### src/rtl/olar_pkg.sv
package olar_pkg;

   localparam int PIPES_DEFAULT = 4;
   localparam int QDEPTH = 2;

   localparam logic [15:0] INTERVAL_RESET = 16'd1000;
   localparam logic [3:0]  RETRIES_RESET  = 4'd10;
   localparam logic [3:0]  RETRY_FULL     = 4'hF;

   localparam logic [7:0] CMD_BIND   = 8'h87;
   localparam logic [7:0] CMD_SETUP  = 8'h80;
   localparam logic [7:0] CMD_WRITE  = 8'h81;
   localparam logic [7:0] CMD_COMMIT = 8'h82;
   localparam logic [7:0] CMD_AUDIT  = 8'h83;
   localparam logic [7:0] CMD_RESET  = 8'h86;
   localparam logic [7:0] CMD_NONE   = 8'h00;
   localparam logic [7:0] OK_STATUS  = 8'h01;

   localparam logic [2:0] PH_IDLE   = 3'd0;
   localparam logic [2:0] PH_BIND   = 3'd1;
   localparam logic [2:0] PH_SETUP  = 3'd2;
   localparam logic [2:0] PH_WRITE  = 3'd3;
   localparam logic [2:0] PH_COMMIT = 3'd4;
   localparam logic [2:0] PH_AUDIT  = 3'd5;

   localparam logic [2:0] K_TX      = 3'd0;
   localparam logic [2:0] K_ACCEPT  = 3'd1;
   localparam logic [2:0] K_REJECT  = 3'd2;
   localparam logic [2:0] K_DONE    = 3'd3;
   localparam logic [2:0] K_TIMEOUT = 3'd4;

   localparam logic [1:0] MODE_BIND  = 2'd0;
   localparam logic [1:0] MODE_REPLY = 2'd1;
   localparam logic [1:0] MODE_TICK  = 2'd2;

   localparam logic [1:0] OP_BIND  = 2'd0;
   localparam logic [1:0] OP_REPLY = 2'd1;
   localparam logic [1:0] OP_TICK  = 2'd2;

   localparam logic [1:0] REASON_FLASH = 2'd0;

   localparam logic CSR_INTERVAL = 1'b0;
   localparam logic CSR_RETRIES  = 1'b1;

   typedef struct packed {
      logic [1:0] op;
      logic [1:0] pipe;
      logic [1:0] reason;
      logic [7:0] cmd;
      logic [7:0] status;
      logic       fopen;
      logic       rec;
   } item_type;

   typedef struct packed {
      logic full;
      logic empty;
   } qstat_type;

   typedef struct packed {
      logic [15:0] interval;
      logic [3:0]  retries;
   } cfg_type;

   typedef struct packed {
      logic [1:0] pipe;
      logic [2:0] kind;
      logic [7:0] cmd;
      logic       same;
      logic [7:0] audit;
      logic       last;
   } result_type;

endpackage

### src/rtl/ota_link_ack_retry_fsm_top.sv
// Channel   Dir  Beat content
// req_      in   tuser: mode; tdata: pipe_index, request_reason, reply_command,
//                reply_status, file_open, record_available
// rsp_      out  tuser: result_kind; tdata: out_pipe, command_code, same_record,
//                audit_result; tlast: last
// csr_      in   write enable, register index, write data
//
// Front registers and classifies each beat into a two-entry queue; the back
// owns all pipe state and emits at most one result per cycle.
// The back takes one queued beat at a time; a tick visits one pipe per cycle
// while rsp_ is not stalled, and results leave from a register in the back.
// Reset clears all pipe state and loads interval 1000 and retry limit 10.
// A stalled rsp_ holds the back; req_ stays open until front and queue hold 3.
module ota_link_ack_retry_fsm_top import olar_pkg::*; #(
   parameter int Pipes = PIPES_DEFAULT
) (
   input  logic        clock,
   input  logic        reset,
   input  logic        req_tvalid,
   output logic        req_tready,
   input  logic [23:0] req_tdata,  // pipe_index, request_reason, reply_command,
                                   // reply_status, file_open, record_available
   input  logic [1:0]  req_tuser,  // mode
   output logic        rsp_tvalid,
   input  logic        rsp_tready,
   output logic [23:0] rsp_tdata,  // out_pipe, command_code, same_record, audit_result
   output logic [2:0]  rsp_tuser,  // result_kind
   output logic        rsp_tlast,
   input  logic        csr_wen,
   input  logic        csr_index,
   input  logic [15:0] csr_wdata
);

   cfg_type    cfg_ff;
   item_type   in_item;
   item_type   q_in_item;
   item_type   q_head;
   qstat_type  q_stat;
   logic       q_push;
   logic       q_pop;
   result_type rsp;

   always_ff @(posedge clock) begin
      if (reset) begin
         cfg_ff.interval <= INTERVAL_RESET;
         cfg_ff.retries  <= RETRIES_RESET;
      end else if (csr_wen) begin
         case (csr_index)
            CSR_INTERVAL: cfg_ff.interval <= csr_wdata;
            CSR_RETRIES:  cfg_ff.retries  <= csr_wdata[3:0];
            default: begin
            end
         endcase
      end
   end

   assign in_item.op     = OP_TICK;
   assign in_item.pipe   = req_tdata[1:0];
   assign in_item.reason = req_tdata[3:2];
   assign in_item.cmd    = req_tdata[11:4];
   assign in_item.status = req_tdata[19:12];
   assign in_item.fopen  = req_tdata[20];
   assign in_item.rec    = req_tdata[21];

   olar_front #(.Pipes(Pipes)) u_front (
      .clock    (clock),
      .reset    (reset),
      .in_valid (req_tvalid),
      .in_ready (req_tready),
      .in_mode  (req_tuser),
      .in_item  (in_item),
      .q_stat   (q_stat),
      .q_push   (q_push),
      .q_item   (q_in_item)
   );

   olar_queue u_queue (
      .clock     (clock),
      .reset     (reset),
      .push      (q_push),
      .push_item (q_in_item),
      .pop       (q_pop),
      .head      (q_head),
      .stat      (q_stat)
   );

   olar_back #(.Pipes(Pipes)) u_back (
      .clock     (clock),
      .reset     (reset),
      .cfg       (cfg_ff),
      .q_item    (q_head),
      .q_stat    (q_stat),
      .q_pop     (q_pop),
      .out_valid (rsp_tvalid),
      .out_ready (rsp_tready),
      .out_data  (rsp)
   );

   assign rsp_tdata = {5'd0, rsp.audit, rsp.same, rsp.cmd, rsp.pipe};
   assign rsp_tuser = rsp.kind;
   assign rsp_tlast = rsp.last;

   a_push_room: assert property (@(posedge clock) disable iff (reset)
      q_push |-> !q_stat.full)
      else $error("queue push while full");

   a_pop_data: assert property (@(posedge clock) disable iff (reset)
      q_pop |-> !q_stat.empty)
      else $error("queue pop while empty");

   a_accept_last: assert property (@(posedge clock) disable iff (reset)
      rsp_tvalid && (rsp_tuser == K_ACCEPT || rsp_tuser == K_REJECT) |-> rsp_tlast)
      else $error("bind outcome not last");

   a_done_follow: assert property (@(posedge clock) disable iff (reset)
      rsp_tvalid && rsp_tuser == K_DONE |-> !rsp_tlast)
      else $error("transfer done marked last");

endmodule

### src/rtl/olar_front.sv
module olar_front import olar_pkg::*; #(
   parameter int Pipes = PIPES_DEFAULT
) (
   input  logic       clock,
   input  logic       reset,
   input  logic       in_valid,
   output logic       in_ready,
   input  logic [1:0] in_mode,
   input  item_type   in_item,
   input  qstat_type  q_stat,
   output logic       q_push,
   output item_type   q_item
);

   logic     hold_valid_ff, hold_valid_in;
   item_type hold_ff, hold_in;
   logic     keep;
   logic     accept;

   always_comb begin
      hold_in = in_item;
      case (in_mode)
         MODE_BIND: begin
            keep = 1'b1;
            hold_in.op = OP_BIND;
         end
         MODE_REPLY: begin
            keep = int'(in_item.pipe) < Pipes;
            hold_in.op = OP_REPLY;
         end
         MODE_TICK: begin
            keep = 1'b1;
            hold_in.op = OP_TICK;
         end
         default: begin
            keep = 1'b0;
            hold_in.op = OP_TICK;
         end
      endcase
   end

   assign q_push        = hold_valid_ff && !q_stat.full;
   assign in_ready      = !hold_valid_ff || q_push;
   assign accept        = in_valid && in_ready;
   assign hold_valid_in = (hold_valid_ff && !q_push) || (accept && keep);
   assign q_item        = hold_ff;

   always_ff @(posedge clock) begin
      if (reset) begin
         hold_valid_ff <= 1'b0;
      end else begin
         hold_valid_ff <= hold_valid_in;
      end
      if (accept && keep) begin
         hold_ff <= hold_in;
      end
   end

endmodule

### src/rtl/olar_queue.sv
module olar_queue import olar_pkg::*; (
   input  logic      clock,
   input  logic      reset,
   input  logic      push,
   input  item_type  push_item,
   input  logic      pop,
   output item_type  head,
   output qstat_type stat
);

   localparam int PTR_W = (QDEPTH > 1) ? $clog2(QDEPTH) : 1;
   localparam int CNT_W = $clog2(QDEPTH + 1);

   item_type         ent_ff [QDEPTH];
   logic [PTR_W-1:0] wr_ff, wr_in, rd_ff, rd_in;
   logic [CNT_W-1:0] cnt_ff, cnt_in;

   always_comb begin
      wr_in  = wr_ff;
      rd_in  = rd_ff;
      cnt_in = cnt_ff;
      if (push) begin
         wr_in = (wr_ff == PTR_W'(QDEPTH - 1)) ? '0 : wr_ff + PTR_W'(1);
      end
      if (pop) begin
         rd_in = (rd_ff == PTR_W'(QDEPTH - 1)) ? '0 : rd_ff + PTR_W'(1);
      end
      if (push && !pop) begin
         cnt_in = cnt_ff + CNT_W'(1);
      end else if (pop && !push) begin
         cnt_in = cnt_ff - CNT_W'(1);
      end
   end

   assign head       = ent_ff[rd_ff];
   assign stat.full  = cnt_ff == CNT_W'(QDEPTH);
   assign stat.empty = cnt_ff == '0;

   always_ff @(posedge clock) begin
      if (reset) begin
         wr_ff  <= '0;
         rd_ff  <= '0;
         cnt_ff <= '0;
      end else begin
         wr_ff  <= wr_in;
         rd_ff  <= rd_in;
         cnt_ff <= cnt_in;
      end
      if (push) begin
         ent_ff[wr_ff] <= push_item;
      end
   end

endmodule

### src/rtl/olar_back.sv
module olar_back import olar_pkg::*; #(
   parameter int Pipes = PIPES_DEFAULT
) (
   input  logic       clock,
   input  logic       reset,
   input  cfg_type    cfg,
   input  item_type   q_item,
   input  qstat_type  q_stat,
   output logic       q_pop,
   output logic       out_valid,
   input  logic       out_ready,
   output result_type out_data
);

   localparam int PW = (Pipes > 1) ? $clog2(Pipes) : 1;
   localparam logic [PW-1:0] LAST_PIPE = PW'(Pipes - 1);

   localparam logic [2:0] S_IDLE  = 3'd0;
   localparam logic [2:0] S_BIND  = 3'd1;
   localparam logic [2:0] S_ACC   = 3'd2;
   localparam logic [2:0] S_REPLY = 3'd3;
   localparam logic [2:0] S_RST   = 3'd4;
   localparam logic [2:0] S_TICK  = 3'd5;

   logic [2:0]    state_ff, state_in;
   item_type      item_ff, item_in;
   logic [PW-1:0] cnt_ff, cnt_in;
   logic [2:0]    phase_ff  [Pipes];
   logic [2:0]    phase_in  [Pipes];
   logic [15:0]   wait_ff   [Pipes];
   logic [15:0]   wait_in   [Pipes];
   logic [3:0]    retry_ff  [Pipes];
   logic [3:0]    retry_in  [Pipes];
   logic [1:0]    reason_ff [Pipes];
   logic [1:0]    reason_in [Pipes];
   logic          out_valid_ff;
   result_type    out_ff;

   logic          out_free;
   logic          emit;
   result_type    res;
   logic          found;
   logic [PW-1:0] free_idx;
   logic [Pipes-1:0] tick_emit;
   logic [Pipes-1:0] tick_tmo;
   logic          later;
   logic [PW-1:0] cur;
   logic [1:0]    cur_out;
   logic [2:0]    cur_phase;
   logic          ok;

   function automatic result_type mk(input logic [1:0] pipe, input logic [2:0] kind,
                                     input logic [7:0] cmd, input logic same,
                                     input logic [7:0] audit, input logic last);
      result_type r;
      r.pipe  = pipe;
      r.kind  = kind;
      r.cmd   = cmd;
      r.same  = same;
      r.audit = audit;
      r.last  = last;
      return r;
   endfunction

   always_comb begin
      found    = 1'b0;
      free_idx = '0;
      for (int i = Pipes - 1; i >= 0; i--) begin
         if (phase_ff[i] == PH_IDLE) begin
            found    = 1'b1;
            free_idx = PW'(i);
         end
      end
   end

   always_comb begin
      for (int i = 0; i < Pipes; i++) begin
         tick_tmo[i]  = retry_ff[i] > cfg.retries || retry_ff[i] == RETRY_FULL;
         tick_emit[i] = phase_ff[i] != PH_IDLE && wait_ff[i] >= cfg.interval &&
                        (tick_tmo[i] || phase_ff[i] == PH_BIND ||
                         phase_ff[i] == PH_AUDIT ||
                         (item_ff.fopen && (phase_ff[i] == PH_SETUP ||
                                            phase_ff[i] == PH_WRITE ||
                                            phase_ff[i] == PH_COMMIT)));
      end
   end

   assign cur       = (state_ff == S_TICK) ? cnt_ff : PW'(item_ff.pipe);
   assign cur_out   = 2'(cur);
   assign cur_phase = phase_ff[cur];
   assign ok        = item_ff.status == OK_STATUS;

   always_comb begin
      later = 1'b0;
      for (int i = 0; i < Pipes; i++) begin
         if (PW'(i) > cnt_ff && tick_emit[i]) begin
            later = 1'b1;
         end
      end
   end

   assign out_free = !out_valid_ff || out_ready;

   always_comb begin
      state_in  = state_ff;
      item_in   = item_ff;
      cnt_in    = cnt_ff;
      phase_in  = phase_ff;
      wait_in   = wait_ff;
      retry_in  = retry_ff;
      reason_in = reason_ff;
      q_pop     = 1'b0;
      emit      = 1'b0;
      res       = '0;
      case (state_ff)
         S_IDLE: begin
            if (!q_stat.empty) begin
               q_pop   = 1'b1;
               item_in = q_item;
               cnt_in  = '0;
               case (q_item.op)
                  OP_BIND:  state_in = S_BIND;
                  OP_REPLY: state_in = S_REPLY;
                  OP_TICK:  state_in = S_TICK;
                  default:  state_in = S_IDLE;
               endcase
            end
         end
         S_BIND: begin
            if (out_free) begin
               emit = 1'b1;
               if (!found) begin
                  res      = mk(2'd0, K_REJECT, CMD_NONE, 1'b0, 8'd0, 1'b1);
                  state_in = S_IDLE;
               end else begin
                  phase_in[free_idx]  = PH_BIND;
                  reason_in[free_idx] = item_ff.reason;
                  wait_in[free_idx]   = '0;
                  retry_in[free_idx]  = '0;
                  res      = mk(2'(free_idx), K_TX, CMD_BIND, 1'b0, 8'd0, 1'b0);
                  cnt_in   = free_idx;
                  state_in = S_ACC;
               end
            end
         end
         S_ACC: begin
            if (out_free) begin
               emit     = 1'b1;
               res      = mk(2'(cnt_ff), K_ACCEPT, CMD_NONE, 1'b0, 8'd0, 1'b1);
               state_in = S_IDLE;
            end
         end
         S_REPLY: begin
            if (out_free) begin
               state_in = S_IDLE;
               case (cur_phase)
                  PH_BIND: begin
                     if (item_ff.cmd == CMD_BIND) begin
                        wait_in[cur]  = '0;
                        retry_in[cur] = '0;
                        if (reason_ff[cur] == REASON_FLASH) begin
                           if (!item_ff.fopen) begin
                              phase_in[cur] = PH_IDLE;
                           end else if (item_ff.rec) begin
                              phase_in[cur] = PH_SETUP;
                              emit = 1'b1;
                              res  = mk(cur_out, K_TX, CMD_SETUP, 1'b0, 8'd0, 1'b1);
                           end else begin
                              phase_in[cur] = PH_AUDIT;
                              emit = 1'b1;
                              res  = mk(cur_out, K_TX, CMD_AUDIT, 1'b0, 8'd0, 1'b1);
                           end
                        end
                     end
                  end
                  PH_SETUP: begin
                     if (item_ff.cmd == CMD_SETUP) begin
                        if (ok) begin
                           phase_in[cur] = PH_WRITE;
                           wait_in[cur]  = '0;
                           retry_in[cur] = '0;
                           emit = item_ff.fopen;
                           res  = mk(cur_out, K_TX, CMD_WRITE, 1'b0, 8'd0, 1'b1);
                        end else begin
                           emit = item_ff.fopen;
                           res  = mk(cur_out, K_TX, CMD_SETUP, 1'b1, 8'd0, 1'b1);
                        end
                     end
                  end
                  PH_WRITE: begin
                     if (item_ff.cmd == CMD_WRITE) begin
                        if (ok) begin
                           phase_in[cur] = PH_COMMIT;
                           wait_in[cur]  = '0;
                           retry_in[cur] = '0;
                           emit = item_ff.fopen;
                           res  = mk(cur_out, K_TX, CMD_COMMIT, 1'b0, 8'd0, 1'b1);
                        end else begin
                           emit = item_ff.fopen;
                           res  = mk(cur_out, K_TX, CMD_WRITE, 1'b0, 8'd0, 1'b1);
                        end
                     end
                  end
                  PH_COMMIT: begin
                     if (item_ff.cmd == CMD_COMMIT && item_ff.fopen) begin
                        emit = 1'b1;
                        if (!ok) begin
                           res = mk(cur_out, K_TX, CMD_COMMIT, 1'b0, 8'd0, 1'b1);
                        end else begin
                           wait_in[cur]  = '0;
                           retry_in[cur] = '0;
                           if (item_ff.rec) begin
                              phase_in[cur] = PH_SETUP;
                              res = mk(cur_out, K_TX, CMD_SETUP, 1'b0, 8'd0, 1'b1);
                           end else begin
                              phase_in[cur] = PH_AUDIT;
                              res = mk(cur_out, K_TX, CMD_AUDIT, 1'b0, 8'd0, 1'b1);
                           end
                        end
                     end
                  end
                  PH_AUDIT: begin
                     if (item_ff.cmd == CMD_AUDIT) begin
                        emit = 1'b1;
                        res  = mk(cur_out, K_DONE, CMD_NONE, 1'b0,
                                  {7'd0, item_ff.status != 8'd0}, 1'b0);
                        phase_in[cur] = PH_IDLE;
                        wait_in[cur]  = '0;
                        retry_in[cur] = '0;
                        state_in      = S_RST;
                     end
                  end
                  default: begin
                     state_in = S_IDLE;
                  end
               endcase
            end
         end
         S_RST: begin
            if (out_free) begin
               emit     = 1'b1;
               res      = mk(cur_out, K_TX, CMD_RESET, 1'b0, 8'd0, 1'b1);
               state_in = S_IDLE;
            end
         end
         S_TICK: begin
            if (out_free) begin
               state_in = (cnt_ff == LAST_PIPE) ? S_IDLE : S_TICK;
               cnt_in   = cnt_ff + PW'(1);
               if (cur_phase != PH_IDLE) begin
                  if (wait_ff[cur] < cfg.interval) begin
                     wait_in[cur] = wait_ff[cur] + 16'd1;
                  end else if (tick_tmo[cur]) begin
                     emit = 1'b1;
                     res  = mk(cur_out, K_TIMEOUT, CMD_NONE, 1'b0, 8'd0, !later);
                     phase_in[cur] = PH_IDLE;
                     wait_in[cur]  = '0;
                     retry_in[cur] = '0;
                  end else begin
                     wait_in[cur]  = '0;
                     retry_in[cur] = retry_ff[cur] + 4'd1;
                     emit = tick_emit[cur];
                     case (cur_phase)
                        PH_BIND:
                           res = mk(cur_out, K_TX, CMD_BIND, 1'b0, 8'd0, !later);
                        PH_AUDIT:
                           res = mk(cur_out, K_TX, CMD_AUDIT, 1'b0, 8'd0, !later);
                        PH_SETUP:
                           res = mk(cur_out, K_TX, CMD_SETUP, 1'b1, 8'd0, !later);
                        PH_WRITE:
                           res = mk(cur_out, K_TX, CMD_WRITE, 1'b0, 8'd0, !later);
                        PH_COMMIT:
                           res = mk(cur_out, K_TX, CMD_COMMIT, 1'b0, 8'd0, !later);
                        default:
                           res = mk(cur_out, K_TX, CMD_NONE, 1'b0, 8'd0, !later);
                     endcase
                  end
               end
            end
         end
         default: begin
            state_in = S_IDLE;
         end
      endcase
   end

   assign out_valid = out_valid_ff;
   assign out_data  = out_ff;

   always_ff @(posedge clock) begin
      if (reset) begin
         state_ff     <= S_IDLE;
         out_valid_ff <= 1'b0;
         cnt_ff       <= '0;
         for (int i = 0; i < Pipes; i++) begin
            phase_ff[i]  <= PH_IDLE;
            wait_ff[i]   <= '0;
            retry_ff[i]  <= '0;
            reason_ff[i] <= '0;
         end
      end else begin
         state_ff  <= state_in;
         cnt_ff    <= cnt_in;
         phase_ff  <= phase_in;
         wait_ff   <= wait_in;
         retry_ff  <= retry_in;
         reason_ff <= reason_in;
         if (emit) begin
            out_valid_ff <= 1'b1;
         end else if (out_ready) begin
            out_valid_ff <= 1'b0;
         end
      end
      item_ff <= item_in;
      if (emit) begin
         out_ff <= res;
      end
   end

endmodule
### config.mk
export PLATFORM = sky130hd
export DESIGN_NAME = ota_link_ack_retry_fsm_top
export DESIGN_NICKNAME = d
export VERILOG_FILES = /design/src/rtl/olar_pkg.sv /design/src/rtl/ota_link_ack_retry_fsm_top.sv /design/src/rtl/olar_front.sv /design/src/rtl/olar_queue.sv /design/src/rtl/olar_back.sv
export SDC_FILE = /design/constraint.sdc
export NUM_CORES = 1
export LEC_CHECK = 0
export ABC_AREA = 1
export ABC_CLOCK_PERIOD_IN_PS = 3500
export BUFFER_PORTS_ARGS = -buffer_cell sky130_fd_sc_hd__buf_4
export CAP_MARGIN = 40
export CORE_MARGIN = 3
export CORE_UTILIZATION = 40
export CTS_CLUSTER_SIZE = 8
export DETAILED_ROUTE_END_ITERATION = 10
export MAX_ROUTING_LAYER = met4
export PLACE_DENSITY = 0.55
export SETUP_SLACK_MARGIN = 0.5
export SLEW_MARGIN = 25
export SYNTH_ARGS = -nofsm -noshare
export SYNTH_HDL_FRONTEND = slang
export SYNTH_SLANG_ARGS = --single-unit
### constraint.sdc
create_clock -name clock -period 3.5 [get_ports clock]
set_input_delay 0 -clock clock [delete_from_list [all_inputs] [get_ports clock]]
set_output_delay 0 -clock clock [all_outputs]
set_load 0.02 [all_outputs]
After elaboration in Yosys (flattened, before gate mapping)
Memories as Yosys holds them, arrays and structs flattened. A register that Yosys moved wholly into a read port is not among the register bits.
Index checks and enable logic that the tools add are counted.
W data, S select, Z words.

word-level totals
  register bits after elaboration = 200
  RAM bits = 48
  bits of input ports = 48
  output and inout bits = 30
  word-level logic and storage cells = 416
  memories kept = 1

operators by class
  add/subtract/negate cells = 7
  $lt $le $gt $ge = 18
  equality and inequality tests = 65
  multiplexer cells = 163
  bitwise gates (word level) = 29
  reduce and logical (&&, ||, !) cells = 89

memories
  name            depth  bits a word  read ports  clocked after Yosys merged registers in  write ports  RTL line          source
  u_queue.ent_ff  2      24           1           1                                        1            olar_queue.sv:14  item_type ent_ff [QDEPTH];

operators by type and width
  operator              count
  $mux W64              12
  $mux W23              15
  $pmux W64 S5          1
  $mux W16              17
  $mux W12              21
  $pmux W23 S5          2
  $pmux W64 S3          1
  $and A64 B64 Y64      2
  $not A64 Y64          2
  $pmux W18 S5          1
  $pmux W16 S5          1
  $bwmux W64            1
  $demux W16 S2         2
  $ge A16 B16 Y1        4
  $pmux W12 S5          1
  $pmux W16 S3          1
  $eq A8 B8 Y1 const B  5
  $eq A3 B2 Y1 const B  12
  $eq A3 B3 Y1 const B  12
  $mux W3               12
  $pmux W12 S3          1
  $mux W1               34
  $and A16 B16 Y16      2
  $bmux W16 S2          1
  other kinds (67)      208

Longest topological paths before layout
  depth after elaboration = 18
  gate-level depth with buffers = 23
  depth with buffers taken out = 22

Hierarchy
From an unflattened synthesis, not the netlist that was laid out.

second synthesis, totals
  cells, all modules = 2205
  area, all modules = 15931.5 µm²

by module, submodules not included
  module                      times used  cells an instance  area each (µm²)  sequential area each (µm²)
  olar_back                   1           1943               12190.4          3143.0
  olar_queue                  1           108                2064.5           1541.5
  ota_link_ack_retry_fsm_top  1           119                889.6            400.4
  olar_front                  1           35                 787.0            740.7

Worst setup path after synthesis
No wires, ideal clock.

  path kind = flip-flop to flip-flop
  start = reg u_back.state_ff[2]
  end = reg u_back.out_ff (netlist bit u_back.out_data[0]) (enable)
  library setup time = 385 ps
  arrival time = 3252 ps
  required time = 3115 ps
  path slack = -137 ps
  cell stages (with the launch flop) = 16
  path buffers = 3
  period minus slack after synthesis = 3637 ps
  path through = dfxtp_1 -> buf_4 -> nand3_4 -> nand2_4 -> nand2_4 -> nor2_2 -> clkbuf_1 -> a21oi_1 -> o21a_1 -> ha_1 -> nand4_1 -> o221a_2 -> buf_1 -> nand2_1 -> nand3_1 -> a21oi_1

between the ends
  cells in the longest elaborated chain, start to end = 12
  elaborated cells between the ends (all ways) = 38
  classes of those cells = order compare (1); eq/ne (10); mux (23); bitwise (1); reduce/logical (3)

RTL lines
  element                                                  RTL line          source
  from (decl)                                              olar_back.sv:25   logic [2:0] state_ff, state_in;
  from (signal assigned)                                   olar_back.sv:302  state_ff <= state_in;
  branches (longest 11 deep; another with $lt A16 B16 Y1)  n/a
  $pmux W1 S3 (*)                                          olar_back.sv:115  case (state_ff)
  named net u_back.emit                                    olar_back.sv:40   logic emit;
  to (signal assigned)                                     olar_back.sv:316  out_ff <= res;
  to (decl)                                                olar_back.sv:37   result_type out_ff;

Mark *: on every way through the listed nets, which the timed path passes. The select of a mux whose other input is x is not followed.
A chain may end at the register's enable or synchronous reset.

Final worst setup path
  start = reg u_back.state_ff[1]
  end = reg u_back.out_ff (netlist bit u_back.out_data[21]) (enable)

The elaborated chain is that of the path after synthesis.

==> impl_metrics.yaml <==
sta:
  fin_crit_ps: 3130
  whs_ps: 51.1
  worst_pin_slew_ps: 800
  finalHoldViolations: 0
  max_slew_margin_pct: 46.6
  fin_skew_ps: 39.2
  fin_crit_sh_pct: 89.4
  rsz0062_at_grt: "yes"
  setup-violations-final: 0
  slew_violations: 0
  fin_setup_tns_ps: 0
  fmax_mhz: 320
setup_path:
  path_delay_family: "simple AND/OR/NAND/NOR gates"
  endpoint_kind: "flip-flop"
  worst-path-buf-inv: 5
  timing_worst_setup_path_type: "reg2reg"
  cp.arrival_ps: 3390
  path_cells: "inv_6 > nand3_4 > nand2_4 > nand2_8 > buf_12 > nor2_4 > buf_4 > a21oi_1 > o21a_1 > ha_4 > nand4_1 > o221a_4 > buf_6 > nand2_4 > nand3_4 > a21oi_4 > buf_6"
  crit_path_start_kind: "flip-flop"
  slowest_stage: "dfxtp_4"
  cpPeakStageDelay_ps: 360
  required_ps: 3760
  cp_max_fo: 7
power:
  p_per_area_nw_per_um2: 1040
  total_leakage_power_nw: 8.96
  peakVddDrop_mv: 0.595
clock_tree:
  clk_path_buf_depth: 3
  cts_inserted_buffers: 36
  clk_latency_ps: 570
  clk_pin_slew_ps: 50
  root_buffer: "clkbuf_16"
  cts.sink_count: 238
  cts_tree: "yes"
  cts_htree_levels: 2
die:
  die_area_um2: 41400
  io_pins: 78
  rows: 71
  core_um2: 38000
  die_x_um: 203
  die_y_um: 203
  initial_core_util_pct: 41.0
layout:
  nets: 2552
  fillers: 3608
  multi_input_area_um2: 9250
  final_cell_count_no_fill: 2937
  layout-drive-gt1-share_pct: 20.9
  seq_area_um2: 5840
  area_growth_syn_to_layout_pct: 33.7
detailed_routing:
  firstDrtPassIters: 6
  drcViolationCount: 0
  ant_nets: 0
  routed_wirelength_mm: 60.1
  dr.first_iter.drc_count: 1456
  vias_per_cell: 5.64
  routedWlPerCell_um: 20.5
  vias: 16600
place:
  dp_hpwl_mm: 39.0
  dp.cells: 2730
  gp_congestion: 0.952
  port_buffers: 59
grt:
  grt_pass1_vias: 15400
  antenna_found_initial: 1
  grt_use_total_pct: 28.0
  globalRouteOverflowTotal: 0
  grt_pass1_wl_mm: 87.3
  grt_max_degree: 48
min_path:
  hold_class: "in2reg"
logic_synthesis:
  yosys-top-cells-count: "425 x nand2_1, 260 x nor2_1, 233 x inv_1"
  yosys.area.top_type: "edfxtp_1"
  syn-cell-area_um2: 15600
  synthFlopType: "dfxtp_1"
  synth_cells: 2170
  ys_warn_count: 0
  synth_edf_count: 106
  synth_top_area_share_pct: 20.4
  synthArstFlopShare_pct: 0
  synthTopCellsByArea: "edfxtp_1 20%, dfxtp_1 17%, nand2_1 10%"
  yosysMostFrequentCell: "nand2_1"
  ys_ff_latch: 238
  ys_types: 52
  ys_seq_area_share_pct: 37.3
  syn_avg_cell_area_um2: 7.19
status:
  status: "complete, no violations"
job:
  drv_cap: 0
## layer usage
layer	vias up	part of all wire [%]	global-route usage, %
li1	7819	-	-
met1	7822	41	35.1
met2	742	45	43.6
met3	190	8.3	5.76
met4	0	5.3	13.2
met5	-	0	-
## worst min-delay path, cell delays in order
cell	delay, ps
buf_4	80
nor2_1	130
nor2_1	140
inv_1	80
nand2_1	60
## final timing paths
| check | start | slack (ps) | end | cells after the start |
|---|---|---|---|---|
| setup / recovery | u_back.state_ff[1] | 370 | u_back.out_data[21] | 17 |
| hold / removal | rsp_tready | 50 | u_back.out_data[18] | 5 |
| setup reg to reg | u_back.state_ff[1] | 370 | u_back.out_data[21] | 17 |
| hold reg to reg | u_front.q_item[18] | 440 | u_queue.ent_ff[0][18] | 0 |
## repair_timing
| action | in CTS | in global routing |
|---|---|---|
| hold buffers | 61 | 0 |
| endpoints found under the hold margin | 57 | 0 |
| cloned | 8 | 11 |
| resized for setup | 87 | 208 |
| pin swaps | 27 | 51 |
| setup endpoints to repair | 114 | 114 |
| setup buffers | 34 | 31 |
## state kept, by name, indices dropped and copies added, names as in the netlist, 3 cells and up, named ones only
name	flops
cfg_ff	20
u_back.state_ff	3
u_back.phase_ff	12
u_back.wait_ff	64
u_back.retry_ff	16
u_front.q_item	24
u_back.reason_ff	8
u_queue.ent_ff	48
u_back.item_ff	22
u_back.out_data	12
## cell usage in the layout, fill, tap and decap left out, types with 7 or more instances in the layout
cell             n
a21oi_1        187
a21oi_2         19
buf_12          25
buf_16           9
buf_4          156
buf_6           33
clkbuf_1        18
clkbuf_16       44
conb_1          16
dfxtp_1        128
dlygate4sd3_1   61
edfxtp_1       106
ha_1            89
ha_4            11
inv_1          224
inv_2           12
mux2_2          22
nand2_1        383
nand2_2         35
nand2_4         16
nand3_1        119
nand3_2         12
nand3_4          7
nand4_1         52
nor2_1         226
nor2_2          28
nor2_4          16
nor3_1          59
nor3_2          11
o211ai_1        13
o21ai_0        118
o21ai_1         64
o21ai_2         12
o22ai_1         24
## kinds of logic after synthesis
| group | after synthesis | share of synthesized area, % |
|---|---|---|
| simple gates | 977 | 27.0 |
| fa+ha+maj | 101 | 8.10 |
| other cells | 1 | 0.0240 |
| buf+inv | 355 | 9.48 |
| compound gates | 472 | 16.2 |
| mux | 23 | 1.65 |
| xor+xnor | 3 | 0.168 |
| flops | 238 | 37.3 |
## report_power, final
part           switching, mW  internal, mW  leakage (nW)
Sequential             0.822          3.84          2.07
Combinational           8.47          5.28          6.37
Clock                   1.37          1.94         0.508
## per-stage QoR
| stage | utilization, % | worst slack, ps | power [mW] | area (um2) |
|---|---|---|---|---|
| floorplan | - | 458 | 11.2 | 15700 |
| global placement | 44.8 | 147 | 14.8 | 17000 |
| detailed placement | 44.8 | 111 | 14.9 | 17100 |
| CTS | 51.5 | 395 | 19.5 | 19600 |
| global route | 54.9 | 212 | 23.1 | 20900 |
| finish | 54.9 | 371 | 21.7 | 20900 |
## area by class of cell
type | count | share of cell area [%]
inverters | 240 | 4.42
well taps | 511 | 3.07
flip-flops and latches | 238 | 28.0
repair buffers | 295 | 15.1
clock inverters | 5 | 0.366
diodes | 1 | 0.0120
multi-input cells | 1592 | 44.3
clock buffers | 55 | 4.71
Power figures use the tool's default switching activity.
